===== config.mk =====
export PLATFORM = sky130hd
export DESIGN_NAME = scancode_to_key_matrix_top_flat
export DESIGN_NICKNAME = d
export VERILOG_FILES = /design/src/sv/sckm_pkg.sv /design/src/sv/sckm_in_if.sv /design/src/sv/sckm_out_if.sv /design/src/sv/sckm_decode.sv /design/src/sv/sckm_matrix.sv /design/src/sv/scancode_to_key_matrix_top.sv /design/src/flat_wrapper.sv
export VERILOG_INCLUDE_DIRS = /design/src /design/src/sv
export SDC_FILE = /design/constraint.sdc
export NUM_CORES = 1
export LEC_CHECK = 0
export BUFFER_PORTS_ARGS = -buffer_cell sky130_fd_sc_hd__buf_2
export CAP_MARGIN = 10
export CORE_ASPECT_RATIO = 0.5
export CORE_MARGIN = 2
export CORE_UTILIZATION = 39
export DETAILED_ROUTE_END_ITERATION = 6
export PLACE_DENSITY = 0.59
export REMOVE_ABC_BUFFERS = 1
export SYNTH_ARGS = -nofsm -noshare
export SYNTH_HDL_FRONTEND = slang
export SYNTH_MEMORY_MAX_BITS = 65536
export SYNTH_SLANG_ARGS = --single-unit

===== constraint.sdc =====
create_clock -name clk -period 4.15 [get_ports clk]
set_input_delay 0 -clock clk [delete_from_list [all_inputs] [get_ports clk]]
set_output_delay 0 -clock clk [all_outputs]
set_load 0.01 [all_outputs]

===== src/sv/scancode_to_key_matrix_top_assert.svh =====
// Assertion macros for the RTL file that carries checks, sckm_matrix.sv.
`ifndef SCANCODE_TO_KEY_MATRIX_TOP_ASSERT_SVH
`define SCANCODE_TO_KEY_MATRIX_TOP_ASSERT_SVH

`ifndef ASSERT_OFF

`define SCKM_ASSERT(lbl, clk, rst, prop, msg) \
  lbl: assert property (@(posedge clk) disable iff (rst) prop) else $error(msg);

`define SCKM_ASSERT_ALWAYS(lbl, clk, prop, msg) \
  lbl: assert property (@(posedge clk) prop) else $error(msg);

`else

`define SCKM_ASSERT(lbl, clk, rst, prop, msg)

`define SCKM_ASSERT_ALWAYS(lbl, clk, prop, msg)

`endif

`endif


===== src/sv/sckm_pkg.sv =====
package sckm_pkg;

  localparam int ROW_IDX_W = 4;
  localparam int CODE_W = 8;
  localparam int ROW_W = 8;
  localparam int HOT_W = 4;
  localparam int DEFAULT_MATRIX_ROWS = 16;

  localparam logic [CODE_W-1:0] CODE_PREFIX_EXT = 8'hE0;
  localparam logic [CODE_W-1:0] CODE_EXIT       = 8'hCF;
  localparam logic [CODE_W-1:0] CODE_LINE_UP    = 8'h49;
  localparam logic [CODE_W-1:0] CODE_LINE_DOWN  = 8'h51;
  localparam logic [CODE_W-1:0] CODE_REFRESH    = 8'h42;
  localparam logic [CODE_W-1:0] CODE_DISK_B     = 8'h41;
  localparam logic [CODE_W-1:0] CODE_DISK_A     = 8'h40;
  localparam logic [CODE_W-1:0] CODE_TRACE      = 8'h43;
  localparam logic [CODE_W-1:0] CODE_QUIET      = 8'h44;

  localparam logic [HOT_W-1:0] HOT_NONE      = 4'd0;
  localparam logic [HOT_W-1:0] HOT_EXIT      = 4'd1;
  localparam logic [HOT_W-1:0] HOT_LINE_UP   = 4'd2;
  localparam logic [HOT_W-1:0] HOT_LINE_DOWN = 4'd3;
  localparam logic [HOT_W-1:0] HOT_REFRESH   = 4'd4;
  localparam logic [HOT_W-1:0] HOT_DISK_B    = 4'd5;
  localparam logic [HOT_W-1:0] HOT_DISK_A    = 4'd6;
  localparam logic [HOT_W-1:0] HOT_TRACE     = 4'd7;
  localparam logic [HOT_W-1:0] HOT_QUIET     = 4'd8;

  localparam logic REQ_SCAN = 1'b0;
  localparam logic REQ_READ = 1'b1;

  typedef struct packed {
    logic                 is_read;
    logic                 is_prefix;
    logic                 is_lookup;
    logic                 is_release;
    logic [HOT_W-1:0]     hotkey;
    logic [ROW_IDX_W-1:0] row;
    logic [ROW_W-1:0]     mask;
  } dec_t;

  typedef struct packed {
    logic [ROW_IDX_W-1:0] row_index;
    logic [ROW_W-1:0]     row_value;
    logic                 row_changed;
    logic [HOT_W-1:0]     hotkey;
  } res_t;

  // Entry is row in the upper byte and key mask in the lower byte. Index bit 7
  // is the extended flag, the rest the low seven bits of the scan code.
  function automatic logic [15:0] key_entry(input logic [CODE_W-1:0] idx);
    logic [15:0] e;
    begin
      unique case (idx)
        8'h01: e = 16'h0704;  8'h02: e = 16'h0002;  8'h03: e = 16'h0004;
        8'h04: e = 16'h0008;  8'h05: e = 16'h0010;  8'h06: e = 16'h0020;
        8'h07: e = 16'h0040;  8'h08: e = 16'h0080;  8'h09: e = 16'h0101;
        8'h0A: e = 16'h0102;  8'h0B: e = 16'h0001;  8'h0C: e = 16'h0104;
        8'h0D: e = 16'h0108;  8'h0E: e = 16'h0720;  8'h0F: e = 16'h0708;
        8'h10: e = 16'h0440;  8'h11: e = 16'h0510;  8'h12: e = 16'h0304;
        8'h13: e = 16'h0480;  8'h14: e = 16'h0502;  8'h15: e = 16'h0540;
        8'h16: e = 16'h0504;  8'h17: e = 16'h0340;  8'h18: e = 16'h0410;
        8'h19: e = 16'h0420;  8'h1A: e = 16'h0120;  8'h1B: e = 16'h0140;
        8'h1C: e = 16'h0780;  8'h1D: e = 16'h0602;  8'h1E: e = 16'h0240;
        8'h1F: e = 16'h0501;  8'h20: e = 16'h0302;  8'h21: e = 16'h0308;
        8'h22: e = 16'h0310;  8'h23: e = 16'h0320;  8'h24: e = 16'h0380;
        8'h25: e = 16'h0401;  8'h26: e = 16'h0402;  8'h27: e = 16'h0180;
        8'h28: e = 16'h0201;  8'h29: e = 16'h0704;  8'h2A: e = 16'h0601;
        8'h2B: e = 16'h0202;  8'h2C: e = 16'h0580;  8'h2D: e = 16'h0520;
        8'h2E: e = 16'h0301;  8'h2F: e = 16'h0508;  8'h30: e = 16'h0280;
        8'h31: e = 16'h0408;  8'h32: e = 16'h0404;  8'h33: e = 16'h0204;
        8'h34: e = 16'h0208;  8'h35: e = 16'h0210;  8'h36: e = 16'h0601;
        8'h37: e = 16'h0901;  8'h38: e = 16'h0604;  8'h39: e = 16'h0801;
        8'h3A: e = 16'h0608;  8'h3B: e = 16'h0620;  8'h3C: e = 16'h0640;
        8'h3D: e = 16'h0680;  8'h3E: e = 16'h0701;  8'h3F: e = 16'h0702;
        8'h47: e = 16'h0A04;  8'h48: e = 16'h0A08;  8'h49: e = 16'h0A10;
        8'h4A: e = 16'h0A20;  8'h4B: e = 16'h0980;  8'h4C: e = 16'h0A01;
        8'h4D: e = 16'h0A02;  8'h4E: e = 16'h0902;  8'h4F: e = 16'h0910;
        8'h50: e = 16'h0920;  8'h51: e = 16'h0940;  8'h52: e = 16'h0908;
        8'h53: e = 16'h0A80;  8'h57: e = 16'h0740;  8'h58: e = 16'h0710;
        8'h70: e = 16'h0610;  8'h73: e = 16'h0220;  8'h7D: e = 16'h0110;
        8'h9C: e = 16'h0780;  8'h9D: e = 16'h0610;  8'hB5: e = 16'h0210;
        8'hB8: e = 16'h0740;  8'hBA: e = 16'h0608;  8'hC7: e = 16'h0802;
        8'hC8: e = 16'h0820;  8'hCB: e = 16'h0810;  8'hCD: e = 16'h0880;
        8'hD0: e = 16'h0840;  8'hD2: e = 16'h0804;  8'hD3: e = 16'h0808;
        8'hF0: e = 16'h0610;
        default: e = 16'h0000;
      endcase
      return e;
    end
  endfunction

endpackage


===== src/sv/sckm_in_if.sv =====
interface sckm_in_if;
  logic                                valid;
  logic                                ready;
  logic                                req_type;
  logic [sckm_pkg::CODE_W-1:0]         scan_code;
  logic [sckm_pkg::ROW_IDX_W-1:0]      row_select;

  modport source(output valid, req_type, scan_code, row_select, input ready);
  modport sink(input valid, req_type, scan_code, row_select, output ready);
endinterface


===== src/sv/sckm_out_if.sv =====
interface sckm_out_if;
  logic                                valid;
  logic                                ready;
  logic [sckm_pkg::ROW_IDX_W-1:0]      row_index;
  logic [sckm_pkg::ROW_W-1:0]          row_value;
  logic                                row_changed;
  logic [sckm_pkg::HOT_W-1:0]          hotkey;

  modport source(output valid, row_index, row_value, row_changed, hotkey, input ready);
  modport sink(input valid, row_index, row_value, row_changed, hotkey, output ready);
endinterface


===== src/sv/sckm_decode.sv =====
module sckm_decode (
  input  logic                              req_type,
  input  logic [sckm_pkg::CODE_W-1:0]       scan_code,
  input  logic                              ext_pending,
  output sckm_pkg::dec_t                    dec
);

  logic [sckm_pkg::HOT_W-1:0] hot;
  logic [15:0]                entry;
  logic                       is_read;
  logic                       is_prefix;

  always_comb begin
    hot = sckm_pkg::HOT_NONE;
    if (ext_pending && scan_code == sckm_pkg::CODE_EXIT) begin
      hot = sckm_pkg::HOT_EXIT;
    end else if (ext_pending && scan_code == sckm_pkg::CODE_LINE_UP) begin
      hot = sckm_pkg::HOT_LINE_UP;
    end else if (ext_pending && scan_code == sckm_pkg::CODE_LINE_DOWN) begin
      hot = sckm_pkg::HOT_LINE_DOWN;
    end else if (scan_code == sckm_pkg::CODE_REFRESH) begin
      hot = sckm_pkg::HOT_REFRESH;
    end else if (scan_code == sckm_pkg::CODE_DISK_B) begin
      hot = sckm_pkg::HOT_DISK_B;
    end else if (scan_code == sckm_pkg::CODE_DISK_A) begin
      hot = sckm_pkg::HOT_DISK_A;
    end else if (scan_code == sckm_pkg::CODE_TRACE) begin
      hot = sckm_pkg::HOT_TRACE;
    end else if (scan_code == sckm_pkg::CODE_QUIET) begin
      hot = sckm_pkg::HOT_QUIET;
    end
  end

  assign is_read   = (req_type == sckm_pkg::REQ_READ);
  assign is_prefix = !is_read && (scan_code == sckm_pkg::CODE_PREFIX_EXT);
  assign entry     = sckm_pkg::key_entry({ext_pending, scan_code[6:0]});

  always_comb begin
    dec.is_read    = is_read;
    dec.is_prefix  = is_prefix;
    dec.hotkey     = (is_read || is_prefix) ? sckm_pkg::HOT_NONE : hot;
    dec.is_lookup  = !is_read && !is_prefix && (hot == sckm_pkg::HOT_NONE);
    dec.is_release = scan_code[7];
    dec.row        = entry[8 +: sckm_pkg::ROW_IDX_W];
    dec.mask       = entry[7:0];
  end

endmodule


===== src/sv/sckm_matrix.sv =====
`include "scancode_to_key_matrix_top_assert.svh"

module sckm_matrix #(
  parameter int MATRIX_ROWS = sckm_pkg::DEFAULT_MATRIX_ROWS
) (
  input  logic                              clk,
  input  logic                              rst,
  input  logic                              update,
  input  logic [sckm_pkg::ROW_IDX_W-1:0]    row_select,
  input  sckm_pkg::dec_t                    dec,
  output logic                              ext_pending,
  output sckm_pkg::res_t                    res
);

  localparam int IDX_W = $clog2(MATRIX_ROWS);
  localparam logic [sckm_pkg::ROW_IDX_W:0] ROWS_LIMIT =
    (sckm_pkg::ROW_IDX_W + 1)'(MATRIX_ROWS);

  logic [sckm_pkg::ROW_W-1:0]     key_matrix [MATRIX_ROWS];
  logic [sckm_pkg::ROW_IDX_W-1:0] row_addr;
  logic                           in_range;
  logic [sckm_pkg::ROW_W-1:0]     row_cur;
  logic [sckm_pkg::ROW_W-1:0]     row_next;
  logic                           row_write;

  assign row_addr  = dec.is_read ? row_select : dec.row;
  assign in_range  = {1'b0, row_addr} < ROWS_LIMIT;
  assign row_cur   = in_range ? key_matrix[row_addr[IDX_W-1:0]] : 8'hFF;
  assign row_next  = dec.is_release ? (row_cur | dec.mask) : (row_cur & ~dec.mask);
  assign row_write = dec.is_lookup && in_range;

  always_comb begin
    res = '0;
    if (dec.is_read) begin
      res.row_index = row_select;
      res.row_value = row_cur;
    end else if (dec.is_lookup) begin
      res.row_index   = dec.row;
      res.row_value   = in_range ? row_next : 8'hFF;
      res.row_changed = in_range;
    end else begin
      res.hotkey = dec.hotkey;
    end
  end

  always_ff @(posedge clk) begin
    if (rst) begin
      for (int i = 0; i < MATRIX_ROWS; i++) begin
        key_matrix[i] <= 8'hFF;
      end
      ext_pending <= 1'b0;
    end else if (update) begin
      if (row_write) begin
        key_matrix[row_addr[IDX_W-1:0]] <= row_next;
      end
      if (dec.is_prefix) begin
        ext_pending <= 1'b1;
      end else if (dec.is_lookup) begin
        ext_pending <= 1'b0;
      end
    end
  end

  `SCKM_ASSERT(a_prefix_arms, clk, rst, (update && dec.is_prefix) |=> ext_pending, "prefix did not arm extended flag")
  `SCKM_ASSERT(a_lookup_clears, clk, rst, (update && dec.is_lookup) |=> !ext_pending, "lookup left extended flag armed")
  `SCKM_ASSERT(a_flag_kept, clk, rst, (update && (dec.is_read || dec.hotkey != sckm_pkg::HOT_NONE)) |=> $stable(ext_pending), "read or hotkey changed extended flag")
  `SCKM_ASSERT(a_press_clears, clk, rst, (update && row_write && !dec.is_release) |=> (key_matrix[$past(row_addr[IDX_W-1:0])] & $past(dec.mask)) == '0, "pressed key bits not cleared")
  `SCKM_ASSERT_ALWAYS(a_changed_only_lookup, clk, res.row_changed |-> (dec.is_lookup && res.hotkey == sckm_pkg::HOT_NONE), "row change flagged outside a lookup")

endmodule


===== src/sv/scancode_to_key_matrix_top.sv =====
// Scan code to key matrix converter.
// The request channel carries one word per item: req_type 0 delivers a set 1
// scan code byte, req_type 1 asks for one row of the key matrix. The result
// channel returns exactly one word per request with the row touched, its
// active-low contents, whether a table lookup wrote it, and a hotkey code.
// An E0 byte only arms the extended flag; hotkeys are reported and change
// nothing else.
// A word accepted into the input register is decoded there, applied to the
// matrix as it moves into the result register, and is valid on the result
// channel from then on. One word is taken every cycle while the result
// receiver keeps up; the single table lookup and row update between the
// input and result registers set that rate. When the result receiver
// stalls, the result register holds its word and the input register keeps
// one more; request ready falls only when both are full or reset is held.
// Reset sets every matrix bit to one, clears the extended flag and empties
// both registers.
module scancode_to_key_matrix_top #(
  parameter int MATRIX_ROWS = sckm_pkg::DEFAULT_MATRIX_ROWS
) (
  input logic        clk,
  input logic        rst,
  sckm_in_if.sink    request,
  sckm_out_if.source result
);

  logic                             stage_valid;
  logic                             stage_req;
  logic [sckm_pkg::CODE_W-1:0]      stage_code;
  logic [sckm_pkg::ROW_IDX_W-1:0]   stage_sel;
  logic                             res_valid;
  sckm_pkg::res_t                   res_word;
  sckm_pkg::res_t                   res_next;
  sckm_pkg::dec_t                   dec;
  logic                             ext_pending;
  logic                             advance;

  assign advance       = stage_valid && (!res_valid || result.ready);
  // No word is taken while reset is held.
  assign request.ready = !rst && (!stage_valid || advance);

  always_ff @(posedge clk) begin
    if (rst) begin
      stage_valid <= 1'b0;
    end else if (request.ready) begin
      stage_valid <= request.valid;
    end
  end

  always_ff @(posedge clk) begin
    if (request.valid && request.ready) begin
      stage_req  <= request.req_type;
      stage_code <= request.scan_code;
      stage_sel  <= request.row_select;
    end
  end

  sckm_decode u_decode (
    .req_type    (stage_req),
    .scan_code   (stage_code),
    .ext_pending (ext_pending),
    .dec         (dec)
  );

  sckm_matrix #(
    .MATRIX_ROWS (MATRIX_ROWS)
  ) u_matrix (
    .clk         (clk),
    .rst         (rst),
    .update      (advance),
    .row_select  (stage_sel),
    .dec         (dec),
    .ext_pending (ext_pending),
    .res         (res_next)
  );

  always_ff @(posedge clk) begin
    if (rst) begin
      res_valid <= 1'b0;
    end else if (advance) begin
      res_valid <= 1'b1;
    end else if (result.ready) begin
      res_valid <= 1'b0;
    end
  end

  always_ff @(posedge clk) begin
    if (advance) begin
      res_word <= res_next;
    end
  end

  assign result.valid       = res_valid;
  assign result.row_index   = res_word.row_index;
  assign result.row_value   = res_word.row_value;
  assign result.row_changed = res_word.row_changed;
  assign result.hotkey      = res_word.hotkey;

endmodule


===== src/flat_wrapper.sv =====
// flat-port wrapper written by rule: the top's interface ports become plain ports
module scancode_to_key_matrix_top_flat 
#(
  parameter int MATRIX_ROWS = sckm_pkg::DEFAULT_MATRIX_ROWS
)
  (clk, rst, request_valid, request_req_type, request_scan_code, request_row_select, request_ready, result_valid, result_row_index, result_row_value, result_row_changed, result_hotkey, result_ready);
  sckm_in_if request_i ();
  sckm_out_if result_i ();
  input logic clk;
  input logic rst;
  input wire logic [$bits(request_i.valid)-1:0] request_valid;
  input wire logic [$bits(request_i.req_type)-1:0] request_req_type;
  input wire logic [$bits(request_i.scan_code)-1:0] request_scan_code;
  input wire logic [$bits(request_i.row_select)-1:0] request_row_select;
  output wire logic [$bits(request_i.ready)-1:0] request_ready;
  output wire logic [$bits(result_i.valid)-1:0] result_valid;
  output wire logic [$bits(result_i.row_index)-1:0] result_row_index;
  output wire logic [$bits(result_i.row_value)-1:0] result_row_value;
  output wire logic [$bits(result_i.row_changed)-1:0] result_row_changed;
  output wire logic [$bits(result_i.hotkey)-1:0] result_hotkey;
  input wire logic [$bits(result_i.ready)-1:0] result_ready;
  assign request_i.valid = request_valid;
  assign request_i.req_type = request_req_type;
  assign request_i.scan_code = request_scan_code;
  assign request_i.row_select = request_row_select;
  assign request_ready = request_i.ready;
  assign result_valid = result_i.valid;
  assign result_row_index = result_i.row_index;
  assign result_row_value = result_i.row_value;
  assign result_row_changed = result_i.row_changed;
  assign result_hotkey = result_i.hotkey;
  assign result_i.ready = result_ready;
  scancode_to_key_matrix_top #(.MATRIX_ROWS(MATRIX_ROWS)) u_core (.clk(clk), .rst(rst), .request(request_i), .result(result_i));
endmodule

==> results of run 1 <==
per-layer routing:
metal,track usage,vias to the layer above
met5,0,-
met4,0.05548,0
met3,0.04544,41
met2,0.3648,281
met1,0.3229,3810
li1,-,3488
cells in the final DEF, fill, tap and decap left out, types with 6 or more instances in the layout:
cell / n
o31ai_1: 27
buf_12: 9
buf_2: 35
a31oi_1: 6
o211a_1: 32
or2_2: 20
o221ai_1: 11
nand3_1: 25
o2bb2ai_1: 16
edfxtp_1: 158
dlygate4sd3_1: 17
nand2b_1: 16
clkbuf_16: 17
or3_1: 7
o21ai_0: 27
a21oi_1: 25
mux2i_1: 36
o22ai_1: 30
conb_1: 16
nor2_1: 39
inv_1: 10
a211oi_1: 17
nand2_1: 147
buf_4: 80
nor2b_1: 10
ha_1: 6
sequential cells by signal (all words and copies together) (netlist names):
name and cells:
u_core.u_matrix.key_matrix 128, u_core.result.row_changed 1, u_core.stage_code 8, u_core.u_matrix.ext_pending 1, u_core.stage_sel 4, u_core.result.valid 1
u_core.stage_req 1, u_core.result.row_value 8, u_core.result.hotkey 4, u_core.result.row_index 4, u_core.stage_valid 1
cell families after synthesis:
| kind of cell | count (synthesis) | share of synthesized area |
|---|---|---|
| xor gates and xnor gates | 3 | 0.002817 |
| other | 1 | 0.0004020 |
| buffers and inverters | 91 | 0.04976 |
| AOI/OAI and AO/OA | 257 | 0.2218 |
| adders and majority gates | 7 | 0.009388 |
| muxes | 40 | 0.04439 |
| DFF | 161 | 0.5150 |
| and+or+nand+nor | 307 | 0.1564 |
final timing paths:
path	endpoint	from	slack (ns)
max	u_core.result.row_value[5]	u_core.stage_code[4]	0.16
min	u_core.stage_sel[0]	request_row_select[0]	0.29
max reg2reg	u_core.result.row_value[5]	u_core.stage_code[4]	0.16
min reg2reg	u_core.result.valid	u_core.stage_valid	0.51
worst reg2reg max path: stages, from the launching register on:
cell and delay [ns]:
edfxtp_1 0.64, and2_1 0.42, a31oi_1 0.23, a32o_1 0.29, o41a_1 0.55, buf_4 0.19, nor3_2 0.32, buf_4 0.22
o31ai_1 0.07, o22ai_1 0.36, o32ai_4 0.18, o21ai_0 0.30
stage by stage:
| step | worst slack, ns | TNS (ns) |
|---|---|---|
| global route | 0.01808 | 0 |
| finish | 0.1620 | 0 |
| detailed placement | -0.04273 | -0.04273 |
| CTS | 0.06237 | 0 |
| floorplan | -0.6576 | -79.00 |
| global placement | -0.04694 | -0.04694 |
what timing repair did:
| item | 4_1_cts | 5_1_grt |
|---|---|---|
| hold endpoints to repair | 16 | 0 |
| setup endpoints to repair | 1 | 117 |
| gates resized for setup | 1 | 12 |
| hold buffers | 17 | 0 |
power breakdown:
part	internal [mW]	leakage, nW	switching [mW]
combinational	0.281	2.28	0.444
sequential	1.82	1.23	0.0190
clock	0.868	0.296	0.759
cell type report:
type / instances / area, um^2 / share of cell area
Inverter: 11 / 41.29 / 0.003700
Sequential cell: 161 / 4805 / 0.4305
Clock buffer: 17 / 425.4 / 0.03812
Clock inverter: 15 / 188.9 / 0.01693
Tap cell: 307 / 384.1 / 0.03442
Multi-Input combinational cell: 630 / 4189 / 0.3754
Timing Repair Buffer: 141 / 1126 / 0.1009
==> impl_results.rst, run 1 <==
.. list-table::
   :header-rows: 1

   * - Metric
     - Value
   * - Number of nets still failing antenna checks after routing
     - 0
   * - Top-count cell post-synth
     - edfxtp_1
   * - Top cell types by occurrence after synthesis
     - edfxtp_1 (158), nand2_1 (147), nor2_1 (40), clkbuf_1 (38), mux2i_1 (38)
   * - Cell taking the most area after synthesis
     - edfxtp_1
   * - Final total power
     - 4.191 mW
   * - Clk Latency, worst-skew pair
     - 0.43 ns
   * - Hold depth
     - 2
   * - Library cell contributing the largest single delay on the critical path
     - edfxtp_1
   * - Die Span Y
     - between 100 and 150 um
   * - Die outline area
     - 0.02525 mm^2
   * - HPWL reported at the end of detailed placement
     - 20.01 mm
   * - Critical path, cell by cell
     - and2_1 > a31oi_1 > a32o_1 > o41a_1 > buf_4 > nor3_2 > buf_4 > o31ai_1 > o22ai_1 > o32ai_4 > o21ai_0
   * - All-layer global routing usage
     - 0.2291
   * - Warnings from Yosys
     - 0
   * - First-pass GRT wire length
     - 43.78 mm
   * - DRC errors left
     - 0
   * - Tmin final
     - 3.988 ns
   * - Final number of max-transition violations
     - 0
   * - Final Cycle Share
     - 0.9610
   * - Number of global-route vias before repair
     - 7272
   * - Power density over cell area
     - 375.6 mW/mm^2
   * - Net count, final
     - 986
   * - Top Layer Used
     - met4
   * - Post-synthesis cell type count
     - between 70 and 80
   * - Average instance area after synthesis
     - around 11 um^2
   * - Clock tree from TritonCTS
     - built
   * - Routability congestion estimate from global placement
     - 0.9289
   * - Number of setup violations in the final report
     - 0
   * - Sum of met2 wire segment lengths after detailed routing
     - around 13 mm
   * - Initial Util
     - 0.4033
   * - Number of standard cells in the layout, taps in and fillers out
     - 1282
   * - Final routed wire length divided by cell count
     - between 20 and 25 um
   * - CP bufs+invs
     - 2
   * - Max frequency
     - 250.8 MHz
   * - Cts bufs inserted
     - 17
   * - Layout Skew
     - 0.008828 ns
   * - Largest voltage drop on the vdd net
     - 273.2 uV
   * - Maximum net fanout on the critical path
     - 13
   * - Htree depth
     - 4
   * - Required time reported for the critical path endpoint
     - roughly 4.4 ns
   * - IO Count
     - 36
   * - Arrival time worst endpoint
     - 4.21 ns
   * - Worst Hold Class
     - in -> reg
   * - Number of fillers in the final layout
     - 2120
   * - Global route overflow
     - 0
   * - Utilization after layout
     - 0.4825
   * - Cell Area, Placed
     - 0.01031 mm^2
   * - CTS sink cnt
     - ~160
   * - Placeable core region
     - about 0.023 mm^2
   * - Transition time at the pin with the least slew margin
     - 0.7562 ns
   * - Number of logic stages on the critical path including buffering
     - 11
   * - Root Buffer Master
     - clkbuf_16
   * - Placed insts
     - around 1.2k
   * - Clk slew on worst S/H paths
     - 0.07 ns
   * - Longest Clk Path Bufs
     - 2
   * - Count of state elements after synthesis
     - ~160
   * - Leading cell types by total area after synthesis
     - edfxtp_1 (51%), nand2_1 (5.9%), mux2i_1 (4.1%)
   * - I/O Buffers
     - 35
   * - Total standard cell area after synthesis
     - 0.009329 mm^2
   * - Top flip-flop cell by instance count after synthesis
     - edfxtp_1
   * - Seq/Total Area, Yosys
     - 0.5150
   * - Die Span X
     - 222.7 um
   * - Pin count of the biggest net entering global routing
     - 67
   * - Leakage component of the power
     - approximately 3.8 nW
   * - Initial antenna violation count
     - 1
   * - Area share of the largest cell type after synthesis
     - 0.5086
   * - Peak per-stage delay on the critical path
     - 0.64 ns
   * - Layout-stage area growth over the synthesis result
     - 19.62%
   * - Vias after detailed routing
     - 7620
   * - Design Area, Final
     - 0.01116 mm^2
   * - Total detailed-routing wirelength
     - 28.24 mm
   * - Most numerous cell on the critical path
     - buf_4
   * - Starting DRT DRC Count
     - 1070
   * - Inserted Diodes
     - 0
   * - Row cnt
     - 39
   * - Setup repair after global routing missed its margin
     - no
   * - # Post-CTS Setup Buffers
     - 0
   * - Crit path launch type
     - flip-flop
   * - Via density per instance
     - between 5 and 6
   * - Fraction of layout instances using a drive strength above 1
     - 0.2144
   * - Max-cap violations
     - 0
   * - TritonRoute pass-1 iters
     - 6
   * - Final hold vios
     - 0
   * - Number of enable flip-flop cells after synthesis
     - 158
   * - Post-synthesis async set-or-reset flop share
     - 0
   * - Run status
     - finished, final reports clean
   * - CP Capture Type
     - flip-flop
   * - Sum of routed wire segments on met1
     - 12.41 mm
   * - Number of cell instances on the worst register-to-register path
     - 11
   * - Worst path top cell family by delay
     - compound AO/OA/AOI/OAI gates
   * - Relative slew slack
     - 0.4959
   * - Post-route worst hold slack
     - 0.2912 ns
   * - Class of the most critical setup path
     - reg -> reg
   * - Cell count after synthesis
     - 867
   * - Total length of routed met3 wires
     - around 2.2 mm
Power figures use the tool's default switching activity.
==> run 2: changes to the inputs <==
--- a/config.mk
+++ b/config.mk
@@ -13,6 +13,7 @@
 export CORE_UTILIZATION = 39
 export DETAILED_ROUTE_END_ITERATION = 6
 export PLACE_DENSITY = 0.59
+export RECOVER_POWER = 50
 export REMOVE_ABC_BUFFERS = 1
 export SYNTH_ARGS = -nofsm -noshare
 export SYNTH_HDL_FRONTEND = slang
==> run 2 against run 1 <==
Sequential power about the same. First-iteration DRC count down 7.6%. Die area unchanged. Clock-buffer cell count unchanged. Hold slack worse by 0.0020 ns. Global-route usage unchanged. Largest cell class unchanged. Critical endpoint unchanged. Via count about the same.
==> impl_results.rst, run 2 (synthesis results as in run 1) <==
.. list-table::
   :header-rows: 1

   * - Metric
     - Value
   * - Run status
     - finished, final reports clean
   * - TritonRoute pass-1 iters
     - 6 (unchanged)
   * - Final routed wire length divided by cell count
     - 22.06 um (+0.15%)
   * - I/O Buffers
     - 35 (unchanged)
   * - Most common cell after layout, fill and taps aside
     - edfxtp_1
   * - Inserted Diodes
     - 0 (unchanged)
   * - Fraction of layout instances using a drive strength above 1
     - 0.1826 (-0.03179)
   * - Worst setup slack after layout
     - 0.1130 ns (-0.04897 ns)
   * - Class of the most critical setup path
     - reg -> reg
   * - Die Span Y
     - 113.4 um (unchanged)
   * - Placeable core region
     - 0.02313 mm^2 (unchanged)
   * - Clock tree from TritonCTS
     - built
   * - Relative slew slack
     - 0.1275 (-0.3684)
   * - Vias after detailed routing
     - 7621 (+0.013%)
   * - Via density per instance
     - 5.945 (about the same)
   * - Maximum net fanout on the critical path
     - 10 (-3)
   * - Final Cycle Share
     - 0.9728 (+0.01180)
   * - Starting DRT DRC Count
     - 989 (-7.6%)
   * - Required time reported for the critical path endpoint
     - 4.37 ns (about the same)
   * - Leakage component of the power
     - 3.725 nW (-2.1%)
   * - Pin count of the biggest net entering global routing
     - 67 (unchanged)
   * - IO Count
     - 36 (unchanged)
   * - Arrival time worst endpoint
     - 4.26 ns (+0.05 ns)
   * - CP Capture Type
     - flip-flop
   * - Met2 GRT Util
     - 0.3648 (unchanged)
   * - Max frequency
     - 247.7 MHz (-1.2%)
   * - Most frequent cells in the layout
     - edfxtp_1 (158), nand2_1 (147), buf_4 (73), nor2_1 (40), mux2i_1 (37)
   * - Fraction of met3 tracks used by global routing
     - 0.04544 (unchanged)
   * - Worst slack at placement
     - -0.04273 ns (unchanged)
   * - Max reg flops
     - 128 (unchanged)
   * - Global routing's busiest layer
     - met2
   * - Layout-stage area growth over the synthesis result
     - 18.99%
   * - First-pass GRT wire length
     - 43.78 mm (unchanged)
   * - DRC errors left
     - 0 (unchanged)
   * - Die outline area
     - 0.02525 mm^2 (unchanged)
   * - Row cnt
     - 39 (unchanged)
   * - Power density over cell area
     - 376.8 mW/mm^2 (+0.33%)
   * - Final hold vios
     - 0 (unchanged)
   * - Fraction of met1 tracks used by global routing
     - 0.3229 (unchanged)
   * - Layout Skew
     - 0.008178 ns (-0.0006498 ns)
   * - Global route overflow
     - 0 (unchanged)
   * - Max-cap violations
     - 0 (unchanged)
   * - Routability congestion estimate from global placement
     - 0.9289 (unchanged)
   * - Cts bufs inserted
     - 17 (unchanged)
   * - Number of nets still failing antenna checks after routing
     - 0 (unchanged)
   * - Total detailed-routing wirelength
     - 28.28 mm (+0.15%)
   * - Final number of max-transition violations
     - 0 (unchanged)
   * - Final total power
     - 4.183 mW (-0.20%)
   * - All-layer global routing usage
     - 0.2291 (unchanged)
   * - Clk Latency, worst-skew pair
     - 0.43 ns (about the same)
   * - Net count, final
     - 986 (unchanged)
   * - Initial antenna violation count
     - 1 (unchanged)
   * - Tmin final
     - 4.037 ns (+0.04897 ns)
   * - Number of setup violations in the final report
     - 0 (unchanged)
   * - Root Buffer Master
     - clkbuf_16
   * - Initial Util
     - 0.4033 (unchanged)
   * - Die Span X
     - 222.7 um (unchanged)
   * - Worst Hold Class
     - in -> reg
   * - HPWL reported at the end of detailed placement
     - 20.01 mm (unchanged)
   * - Longest Clk Path Bufs
     - 2 (unchanged)
   * - Htree depth
     - 4 (unchanged)
   * - Register bank with the most flops
     - u_core.u_matrix.key_matrix
   * - Setup repair after global routing missed its margin
     - no
   * - Largest voltage drop on the vdd net
     - 273.4 uV (about the same)
   * - Clk slew on worst S/H paths
     - 0.07 ns (about the same)
   * - Crit path launch type
     - flip-flop
   * - CTS sink cnt
     - 161 (unchanged)
   * - Number of global-route vias before repair
     - 7272 (unchanged)
   * - Transition time at the pin with the least slew margin
     - 1.309 ns (+0.5526 ns)
-- run 2: final cells by class --
type                    instances  area [um^2]
repair buffers                141         1080
flip-flops and latches        161         4805
fillers                      2137        12030
multi-input cells             630         4177
inverters                      11        41.29
well taps                     307        384.1
clock buffers                  17        425.4
clock inverters                15        188.9
-- run 2: worst paths after layout --
check	start	endpoint	slack, ns	depth (start not counted)
worst min register to register	u_core.stage_valid	u_core.result.valid	0.52	2
worst max register to register	u_core.stage_code[0]	u_core.result.row_value[5]	0.11	13
worst min-delay path	request_row_select[0]	u_core.stage_sel[0]	0.29	2
worst max-delay path	u_core.stage_code[0]	u_core.result.row_value[5]	0.11	13
-- run 2: layer usage --
metal	wire length, um	share of wire
met1	12560	0.44
met2	13070	0.46
met3	2228	0.079
met4	417	0.015
met5	0	0
-- run 2: through the flow --
step	instances	setup TNS, ns	hold WS, ns	utilization	instance area [um^2]
4_1_cts	1282	0	0.2708	0.4798	11100
6_report	1282	0	0.2892	0.4799	11100
2_1_floorplan	802	-79.00	0.04879	-	8962
3_3_place_gp	1233	-0.04694	0.1785	0.4457	10310
5_1_grt	1282	0	0.2834	0.4799	11100
3_5_place_dp	1233	-0.04273	0.1781	0.4457	10310
-- run 2: repair_timing --
item,in CTS,in global routing
setup endpoints to repair,1,117
buffers inserted,0,0
resized for setup,1,12
hold endpoints to repair,16,0
hold buffers,17,0
-- run 2: report_power, final --
group | internal [mW] | switching [mW] | leakage, nW
logic | 0.274 | 0.442 | 2.20
registers | 1.82 | 0.0198 | 1.23
clock network | 0.868 | 0.758 | 0.296
total | 2.96 | 1.22 | 3.73
-- run 2: worst max-delay path, cell delays in order (launching register included) --
cell,delay [ns]
edfxtp_1,0.42
ha_1,0.38
nor4_1,0.34
clkbuf_1,0.23
o221ai_1,0.17
a21o_1,0.21
o41a_1,0.42
buf_4,0.19
nor3_2,0.33
buf_4,0.22
o31ai_1,0.07
o22ai_1,0.36
o32ai_4,0.17
o21ai_0,0.31
==> run 3: changes to the inputs <==
--- a/config.mk
+++ b/config.mk
@@ -15,6 +15,7 @@
 export PLACE_DENSITY = 0.59
 export RECOVER_POWER = 50
 export REMOVE_ABC_BUFFERS = 1
+export SETUP_SLACK_MARGIN = 0.15
 export SYNTH_ARGS = -nofsm -noshare
 export SYNTH_HDL_FRONTEND = slang
 export SYNTH_MEMORY_MAX_BITS = 65536
==> run 3 against run 2 <==
First-iteration DRC count is 8.3% higher. Die area stayed put. Sequential power hardly changed. Cell area is 1.3% higher. Total power is 0.52% higher. Non-clock buffer count is 5 higher. Hold slack better by 0.0021 ns. Register-to-register slack better by 0.13 ns. Core utilization is 0.62 points higher. Critical path type unchanged. Largest power group unchanged.
==> impl_results.rst, run 3 (synthesis results as in run 1) <==
.. list-table::
   :header-rows: 1

   * - Metric
     - Value
   * - Power density over cell area
     - 373.9 mW/mm^2 (-0.77%)
   * - Pin count of the biggest net entering global routing
     - 67 (unchanged)
   * - Utilization after layout
     - 0.4862 (+0.006221)
   * - Maximum net fanout on the critical path
     - 11 (+1)
   * - Placeable core region
     - 0.02313 mm^2 (unchanged)
   * - Final routed wire length divided by cell count
     - 22.28 um (+1.0%)
   * - Via density per instance
     - 5.983 (+0.64%)
   * - Max-cap violations
     - 0 (unchanged)
   * - Final Cycle Share
     - 0.9425 (-0.03027)
   * - Layout Skew
     - 0.009249 ns (+0.001071 ns)
   * - Clk slew on worst S/H paths
     - 0.07 ns (about the same)
   * - TritonRoute pass-1 iters
     - 6 (unchanged)
   * - Worst R2R End
     - u_core.result.row_value[5]
   * - Relative slew slack
     - 0.1349 (+0.007365)
   * - HPWL reported at the end of detailed placement
     - 20.01 mm (unchanged)
   * - Run status
     - finished, final reports clean
   * - Class of the most critical setup path
     - reg -> reg
   * - Hold-critical path endpoint
     - u_core.stage_sel[0]
   * - Clock tree from TritonCTS
     - built
   * - Number of global-route vias before repair
     - 7267 (-0.069%)
   * - Final hold vios
     - 0 (unchanged)
   * - Number of setup violations in the final report
     - 0 (unchanged)
   * - Arrival time worst endpoint
     - 4.13 ns (-0.13 ns)
   * - Htree depth
     - 4 (unchanged)
   * - Die outline area
     - 0.02525 mm^2 (unchanged)
   * - Total detailed-routing wirelength
     - 28.68 mm (+1.4%)
   * - CP Capture Type
     - flip-flop
   * - I/O Buffers
     - 35 (unchanged)
   * - Die Span Y
     - 113.4 um (unchanged)
   * - Number of nets still failing antenna checks after routing
     - 0 (unchanged)
   * - Initial antenna violation count
     - 1 (unchanged)
   * - CTS sink cnt
     - 161 (unchanged)
   * - Vias after detailed routing
     - 7700 (+1.0%)
   * - Fraction of layout instances using a drive strength above 1
     - 0.2000 (+0.01744)
   * - Row cnt
     - 39 (unchanged)
   * - Starting DRT DRC Count
     - 1071 (+8.3%)
   * - Final TNS setup
     - 0 ns (unchanged)
   * - DRC errors left
     - 0 (unchanged)
   * - Worst setup slack after layout
     - 0.2386 ns (+0.1256 ns)
   * - Routability congestion estimate from global placement
     - 0.9289 (unchanged)
   * - Hold depth
     - 2 (unchanged)
   * - Required time reported for the critical path endpoint
     - 4.37 ns (about the same)
   * - Worst slack at placement
     - -0.04273 ns (unchanged)
   * - Setup repair after global routing missed its margin
     - no
   * - Max reg flops
     - 128 (unchanged)
   * - Global route overflow
     - 0 (unchanged)
   * - Most common cell after layout, fill and taps aside
     - edfxtp_1
   * - Largest voltage drop on the vdd net
     - 270.2 uV (-1.2%)
   * - First-pass GRT wire length
     - 43.82 mm (about the same)
   * - Tmin final
     - 3.911 ns (-0.1256 ns)
   * - All-layer global routing usage
     - 0.2292 (about the same)
   * - Layout-stage area growth over the synthesis result
     - 20.53%
   * - Root Buffer Master
     - clkbuf_16
   * - IO Count
     - 36 (unchanged)
   * - Post-route worst hold slack
     - 0.2913 ns (+0.002127 ns)
   * - Longest Clk Path Bufs
     - 2 (unchanged)
   * - Max frequency
     - 255.7 MHz (+3.2%)
   * - Reg-to-reg critical path startpoint
     - u_core.stage_code[1]
   * - Final number of max-transition violations
     - 0 (unchanged)
   * - Transition time at the pin with the least slew margin
     - 1.298 ns (-0.01105 ns)
   * - Final total power
     - 4.204 mW (+0.52%)
   * - Cts bufs inserted
     - 17 (unchanged)
   * - Clk Latency, worst-skew pair
     - 0.43 ns (about the same)
   * - Number of cell instances on the worst register-to-register path
     - 13 (unchanged)
   * - Crit path launch type
     - flip-flop
   * - Min-Delay Startpoint
     - request_row_select[0]
   * - Net count, final
     - 991 (+0.51%)
   * - Worst Hold Class
     - in -> reg
   * - Register-to-register path setup slack
     - 0.24 ns (+0.13 ns)
   * - Inserted Diodes
     - 0 (unchanged)
   * - Leakage component of the power
     - 3.758 nW (+0.89%)
   * - Initial Util
     - 0.4033 (unchanged)
   * - Most frequent cells in the layout
     - edfxtp_1 (158), nand2_1 (147), buf_4 (79), nor2_1 (39), mux2i_1 (33)
   * - Die Span X
     - 222.7 um (unchanged)
   * - Register bank with the most flops
     - u_core.u_matrix.key_matrix
[run 3: worst max-delay path, cell delays in order (launching register included)]
cell      delay, ns
edfxtp_1       0.42
buf_4          0.20
ha_1           0.21
nor4_1         0.25
clkbuf_1       0.23
o221ai_1       0.17
a21o_1         0.21
o41a_1         0.43
nor2_2         0.29
nand3_1        0.14
buf_4          0.20
o22ai_1        0.46
o32ai_4        0.18
o21ai_0        0.30
[run 3: area by class of cell]
type	instances	area, um^2
Inverter	11	43.79
Tap cell	307	384.1
Timing Repair Buffer	146	1141
Fill cell	2114	11890
Clock buffer	17	425.4
Multi-Input combinational cell	630	4257
Sequential cell	161	4805
Clock inverter	15	188.9
[run 3: layer usage]
layer | track usage | share of wire | vias to the layer above
met5 | 0 | 0 | -
met4 | 0.05280 | 0.016 | 0
met3 | 0.04674 | 0.077 | 40
met2 | 0.3667 | 0.46 | 319
met1 | 0.3220 | 0.44 | 3834
li1 | - | - | 3507
[run 3: through the flow]
| step | cell area [um^2] | instances |
|---|---|---|
| 2_1_floorplan | 8962 | 802 |
| 3_3_place_gp | 10310 | 1233 |
| 3_5_place_dp | 10310 | 1233 |
| 4_1_cts | 11110 | 1282 |
| 5_1_grt | 11240 | 1287 |
| 6_report | 11240 | 1287 |
[run 3: repair_timing]
item                                   in CTS  in global routing
buffers inserted                            0                  4
gates resized for setup                     4                 26
endpoints found under the hold margin      16                  0
pin swaps                                   0                  0
setup endpoints to repair                 103                176
hold buffers                               17                  0
gates cloned                                0                  1
[run 3: power by group]
| part | internal (mW) | total, mW | switching, mW | leakage [nW] |
|---|---|---|---|---|
| clock | 0.868 | 1.63 | 0.758 | 0.296 |
| sequential | 1.82 | 1.84 | 0.0191 | 1.23 |
| combinational | 0.285 | 0.739 | 0.454 | 2.23 |
| total | 2.97 | 4.20 | 1.23 | 3.76 |
[run 3: worst max path at each step]
stage	slack, ns	from	depth (start not counted)	end
after floorplan	-0.66	u_core.stage_code[2]	9	u_core.result.row_value[3]
after global placement	-0.05	u_core.stage_code[0]	13	u_core.result.row_value[7]
after detailed placement	-0.04	u_core.stage_code[0]	13	u_core.result.row_value[5]
after CTS	0.11	u_core.stage_code[0]	13	u_core.result.row_value[5]
after global routing	0.09	u_core.stage_code[1]	14	u_core.u_matrix.key_matrix[0][1]
final	0.24	u_core.stage_code[1]	13	u_core.result.row_value[5]
